===== src/sv/ipv4c_pkg.sv =====
// ----------------------------------------------------------------------------
// IPv4 dotted-string checker package
// Shared constants, the error code set and the running scan state record.
// ----------------------------------------------------------------------------
`default_nettype none

package ipv4c_pkg;

  localparam int unsigned CharWidth = 8;

  localparam logic [4:0] LEN_MIN    = 5'd7;
  localparam logic [4:0] LEN_MAX    = 5'd15;
  localparam logic [4:0] COUNT_SAT  = 5'd16;
  localparam logic [8:0] OCTET_MAX  = 9'd255;
  localparam logic [8:0] OCTET_SAT  = 9'd256;
  localparam logic [2:0] DIGITS_MAX = 3'd3;
  localparam logic [2:0] DIGITS_SAT = 3'd4;
  localparam logic [1:0] DOTS_NEED  = 2'd3;
  localparam logic [1:0] PREFIX_LEN = 2'd3;

  localparam logic [CharWidth-1:0] CH_ZERO = 8'h30;
  localparam logic [CharWidth-1:0] CH_NINE = 8'h39;
  localparam logic [CharWidth-1:0] CH_DOT  = 8'h2E;
  localparam logic [CharWidth-1:0] CH_TWO  = 8'h32;
  localparam logic [CharWidth-1:0] CH_FIVE = 8'h35;

  typedef enum logic [3:0] {
    ERR_OK         = 4'd0,
    ERR_LEN        = 4'd1,
    ERR_START      = 4'd2,
    ERR_DOT_EDGE   = 4'd3,
    ERR_CHAR       = 4'd4,
    ERR_EXTRA_DOT  = 4'd5,
    ERR_LONG_OCTET = 4'd6,
    ERR_VALUE      = 4'd7,
    ERR_FEW_DOTS   = 4'd8
  } err_t;

  // Running state of one string, cleared after its final character.
  typedef struct packed {
    logic [4:0] char_count;
    logic [1:0] dot_count;
    logic [8:0] octet_value;
    logic [2:0] octet_digits;
    logic [1:0] prefix_track;
    logic       start_zero;
    logic       start_dot;
    logic       prev_was_dot;
    err_t       loop_error;
  } scan_state_t;

  // Characters of the forbidden leading "255".
  function automatic logic [CharWidth-1:0] prefix_char(input logic [1:0] idx);
    logic [CharWidth-1:0] c;
    case (idx)
      2'd0:    c = CH_TWO;
      default: c = CH_FIVE;
    endcase
    return c;
  endfunction

endpackage

`default_nettype wire


===== src/sv/ipv4c_scan.sv =====
// ----------------------------------------------------------------------------
// IPv4 checker scan stage
// Holds the running string state and works out its update for one character.
// ----------------------------------------------------------------------------
`default_nettype none

module ipv4c_scan (
  input  wire logic                  clk,
  input  wire logic                  rst,
  input  wire logic                  take,
  input  wire logic [7:0]            ch,
  input  wire logic                  last_char,
  output ipv4c_pkg::scan_state_t     state_next
);
  import ipv4c_pkg::*;

  scan_state_t state;
  logic        is_digit;
  logic        is_dot;
  logic [11:0] scaled;

  assign is_digit = (ch >= CH_ZERO) && (ch <= CH_NINE);
  assign is_dot   = (ch == CH_DOT);
  assign scaled   = 12'(state.octet_value) * 12'd10 + 12'(ch[3:0]);

  always_comb begin
    state_next = state;

    if (state.char_count == 5'd0) begin
      if (ch == CH_ZERO) state_next.start_zero = 1'b1;
      if (is_dot)        state_next.start_dot  = 1'b1;
    end
    if ((state.char_count < 5'(PREFIX_LEN)) &&
        (5'(state.prefix_track) == state.char_count) &&
        (ch == prefix_char(state.char_count[1:0]))) begin
      state_next.prefix_track = state.prefix_track + 2'd1;
    end

    if (is_digit) begin
      state_next.octet_value = (scaled > 12'(OCTET_SAT)) ? OCTET_SAT : scaled[8:0];
      if (state.octet_digits < DIGITS_SAT)
        state_next.octet_digits = state.octet_digits + 3'd1;
    end else if (is_dot) begin
      if (state.dot_count == DOTS_NEED) begin
        if (state.loop_error == ERR_OK) state_next.loop_error = ERR_EXTRA_DOT;
      end else begin
        state_next.dot_count = state.dot_count + 2'd1;
        if (state.octet_digits > DIGITS_MAX) begin
          if (state.loop_error == ERR_OK) state_next.loop_error = ERR_LONG_OCTET;
        end else if (state.octet_value > OCTET_MAX) begin
          if (state.loop_error == ERR_OK) state_next.loop_error = ERR_VALUE;
        end else begin
          state_next.octet_value  = '0;
          state_next.octet_digits = '0;
        end
      end
    end else begin
      if (state.loop_error == ERR_OK) state_next.loop_error = ERR_CHAR;
    end

    state_next.prev_was_dot = is_dot;
    if (state.char_count < COUNT_SAT)
      state_next.char_count = state.char_count + 5'd1;
  end

  // Advance on every taken character; start fresh after the final one.
  always_ff @(posedge clk) begin
    if (rst) begin
      state <= '0;
    end else if (take) begin
      state <= last_char ? scan_state_t'('0) : state_next;
    end
  end

  a_count_sat: assert property (@(posedge clk) disable iff (rst)
    state.char_count <= COUNT_SAT)
    else $error("character count past saturation");
  a_value_sat: assert property (@(posedge clk) disable iff (rst)
    state.octet_value <= OCTET_SAT)
    else $error("octet value past saturation");
  a_clear_after_last: assert property (@(posedge clk) disable iff (rst)
    (take && last_char) |=> (state.char_count == 5'd0 && state.loop_error == ERR_OK))
    else $error("state not cleared after final character");

endmodule

`default_nettype wire


===== config.mk =====
export PLATFORM = sky130hd
export DESIGN_NAME = ipv4c_scan
export DESIGN_NICKNAME = d
export VERILOG_FILES = /design/src/sv/ipv4c_pkg.sv /design/src/sv/ipv4c_scan.sv
export SDC_FILE = /design/constraint.sdc
export NUM_CORES = 1
export LEC_CHECK = 0
export BUFFER_PORTS_ARGS = -buffer_cell sky130_fd_sc_hd__buf_2
export CAP_MARGIN = 10
export CORE_ASPECT_RATIO = 0.7
export CORE_MARGIN = 2
export CORE_UTILIZATION = 49
export CTS_CLUSTER_SIZE = 24
export DETAILED_ROUTE_END_ITERATION = 8
export PLACE_DENSITY = 0.72
export SLEW_MARGIN = 25
export SYNTH_ARGS = -nofsm -noshare
export SYNTH_HDL_FRONTEND = slang
export SYNTH_SLANG_ARGS = --single-unit

===== constraint.sdc =====
create_clock -name clk -period 2.54 [get_ports clk]
set_input_delay 0 -clock clk [delete_from_list [all_inputs] [get_ports clk]]
set_output_delay 0 -clock clk [all_outputs]
set_load 0.05 [all_outputs]

==> run_results.csv <==
group,metric,value,unit
run_status,outcome,"complete, but fails checks",
run_status,violations,"setup timing",
clocking,cts_sinks,27,
yosys,synth_edf_count,0,
critical_path,critical_path_class,"flop to output port",
critical_path,rr_worst_depth,13,
pwr,p_per_area,239,mW/mm²
finish,layout.cells.most_common,"buf_4",
detailed_routing,first_pass_iters,5,
sta,slew_headroom,38.5,%
grt,antenna_found_initial,0,
die,io-pin-count,40,
clocking,cts_tree,"yes",
flow_run,cap_viol_max_count,0,
yosys,yosysTopAreaCell,"dfxtp_1",
finish,top_register,"state",
yosys,synth-compound-area-share,25.0,%
detailed_routing,avgViaCountPerCell,5.79,
pwr,ir_drop,0.257,mV
clocking,clk_pin_slew,100,ps
critical_path,regToRegEndpoint,"state[16]",
yosys,syn_avg_cell_area,8.03,µm²
sta,finClkSkew,5.07,ps
finish,stdcell_area,0.00339,mm²
critical_path,crit_required,2540,ps
pwr,p_total,811,µW
die,core_area,0.00440,mm²
detailed_routing,drt_wl_total,7350,µm
yosys,yosys-top-cells-area,"dfxtp_1 (24%), ha_1 (11%), nor2_1 (5.9%)",
sta,worstMarginPinSlew,922,ps
pwr,pwr-share-comb,16.1,%
yosys,ys_types,59,
yosys,synth_xor_area_share,6.42,%
finish,area.growth.synth_to_final,48.7,%
worst_hold_path,min-delay-start,"rst",
critical_path,critPathCaptureType,"output port",
yosys,yosysWarnings,0,
clocking,htreeDepth,1,
yosys,syn-num-nets,318,
sta,fin_tns_setup,-8180,ps
placed_design,dp.cells,418,
die,start_util,51.8,%
pwr,switching_power,226,µW
placed_design,hpwl,5510,µm
die,rows,20,
clocking,clk_latency,270,ps
detailed_routing,route.detailed.drc,0,
worst_hold_path,whs_path_depth,2,
finish,fin_nets,408,
grt,grt.total_usage,28.3,%
yosys,synth-simple-area-share,27.3,%
grt,grt_max_degree,24,
pwr,leakage,0.00150,µW
pwr,clkPwrFrac,31.1,%
yosys,synth_fa_ha_area_share,12.7,%
critical_path,cp_max_fo,5,
finish,largest_reg_flops,27,
finish,drive_gt1_share,42.9,%
pwr,pwr-share-seq,52.8,%
grt,overflow,0,
yosys,synth_top_family_by_area,"simple AND/OR/NAND/NOR gates",
finish,reg.largest.list,"state x27",
sta,setup_slack,-595,ps
clocking,clock_path_buffers,2,
yosys,synthArstFlopShare,0,%
finish,antenna_cells,0,
yosys,synth-seq-cells,27,
detailed_routing,postRouteAntennaNets,0,
pwr,power.share.switching,27.8,%
sta,finalHoldViolations,0,
die,fp.dieH,61.1,µm
yosys,ys_seq_area_share,23.7,%
detailed_routing,num_vias,2480,
clocking,postCtsHoldBufs,0,
grt,grt_pass1_vias,2309,
placed_design,portBuffers,39,
clocking,cts_made_buffers,3,
yosys,syn_area,0.00228,mm²
critical_path,start_kind,"flop",
critical_path,reg2reg_slack,-490,ps
yosys,synth_flop_cell,"dfxtp_1",
sta,fmax,319,MHz
placed_design,gp_congestion,0.834,
die,fp.dieW,85.5,µm
finish,mostFrequentLayoutCells,"buf_4 (54), nor2_1 (34), buf_2 (29)",
sta,maxSlewViolCount,0,
sta,final_min_period_over_clock_period,123,%
critical_path,reg2reg_from,"state[15]",
sta,setup_violations,18,
sta,layout_min_cycle_time,3140,ps
detailed_routing,drt-wirelength-per-cell,17.2,µm
sta,grt_setup_unrepaired,"yes",
placed_design,dpl_cell_area,0.00308,mm²
yosys,synthMuxAreaShare,0.494,%
grt,grt_pass1_wl,11400,µm
detailed_routing,drt_iter0_markers,186,
worst_hold_path,whs_endpoint,"state[9]",
die,dieArea,0.00523,mm²
finish,finalNonFillerCells,428,
clocking,cts_root_buf,"clkbuf_8",
critical_path,cp.arrival,3140,ps
yosys,synth_top_area_share,23.7,%
yosys,netlist_instances,284,
worst_hold_path,worst_hold_path_type,"input port to flop",
pwr,p_int,585,µW
repair_timing:
| item | CTS | global route |
|---|---|---|
| buffers inserted | 4 | 3 |
| pin swaps | 7 | 7 |
| endpoints found under the setup margin | 18 | 20 |
| gates resized for setup | 38 | 15 |
critical path: stages (launching register included):
cell       delay [ps]
dfxtp_4           370
ha_4              270
ha_4              120
inv_2              30
fa_2              360
and2b_2           280
o211ai_1          130
a211oi_2          330
o2111ai_4         160
and2_4            230
buf_6             150
o31ai_4           210
buf_6             200
metrics by stage:
| step | worst slack, ps | hold slack [ps] | utilization [%] |
|---|---|---|---|
| 3_5_place_dp | -483 | 325 | 69.9 |
| 4_1_cts | -537 | 36.5 | 75.3 |
| 3_3_place_gp | -417 | 317 | 69.9 |
| 5_1_grt | -676 | 49.9 | 77.0 |
| 2_1_floorplan | -441 | 126 | - |
| 6_report | -595 | 43.3 | 77.0 |
power by group through the flow:
stage | Combinational, µW | Sequential [µW] | Clock, µW
2_1_floorplan | 76.5 | 439 | 0
3_3_place_gp | 120 | 439 | 0
3_5_place_dp | 122 | 440 | 0
4_1_cts | 127 | 429 | 257
5_1_grt | 140 | 429 | 272
6_report | 131 | 428 | 252
worst max path at each step:
stage | start | end | slack, ps
after detailed placement | state[15] | state_next[17] | -480
final | state[15] | state_next[17] | -600
after floorplan | state[13] | state_next[14] | -440
after CTS | state[15] | state_next[12] | -540
after global placement | state[15] | state_next[14] | -420
after global routing | state[15] | state_next[17] | -680
routing by layer:
metal	routed length, µm	GRT usage (%)	up-vias
li1	-	-	1210
met1	3420	39.8	1176
met2	3360	47.0	84
met3	493	4.83	10
met4	76	5.67	0
met5	0	0	-
logic make-up (layout without fill, tap and decap cells):
family / Yosys count / after routing
simple gates: 121 / 121
compound gates: 75 / 75
flops: 27 / 27
buf+inv: 23 / 112
fa+ha+maj: 22 / 22
xor+xnor: 15 / 15
mux: 1 / 1
cells in the mapped netlist, types with 4 or more instances:
library cell,n
nor2_1,36
ha_1,20
o31ai_1,4
nor3_1,9
xnor2_1,7
nor2b_1,7
dfxtp_1,27
o21ai_0,10
nand2_1,26
nor3b_1,10
inv_1,11
xor2_1,6
nand2b_1,6
a22o_1,6
nand3_1,6
clkbuf_1,9
a21oi_1,17
a21o_1,6
final cells by class:
| type | count | area [µm²] |
|---|---|---|
| Multi-Input combinational cell | 234 | 1970 |
| Fill cell | 304 | 1010 |
| Timing Repair Buffer | 97 | 708 |
| Sequential cell | 27 | 556 |
| Tap cell | 55 | 68.8 |
| Clock buffer | 4 | 45.0 |
| Inverter | 11 | 41.3 |
Note: power is estimated with default switching activity, not from simulation.
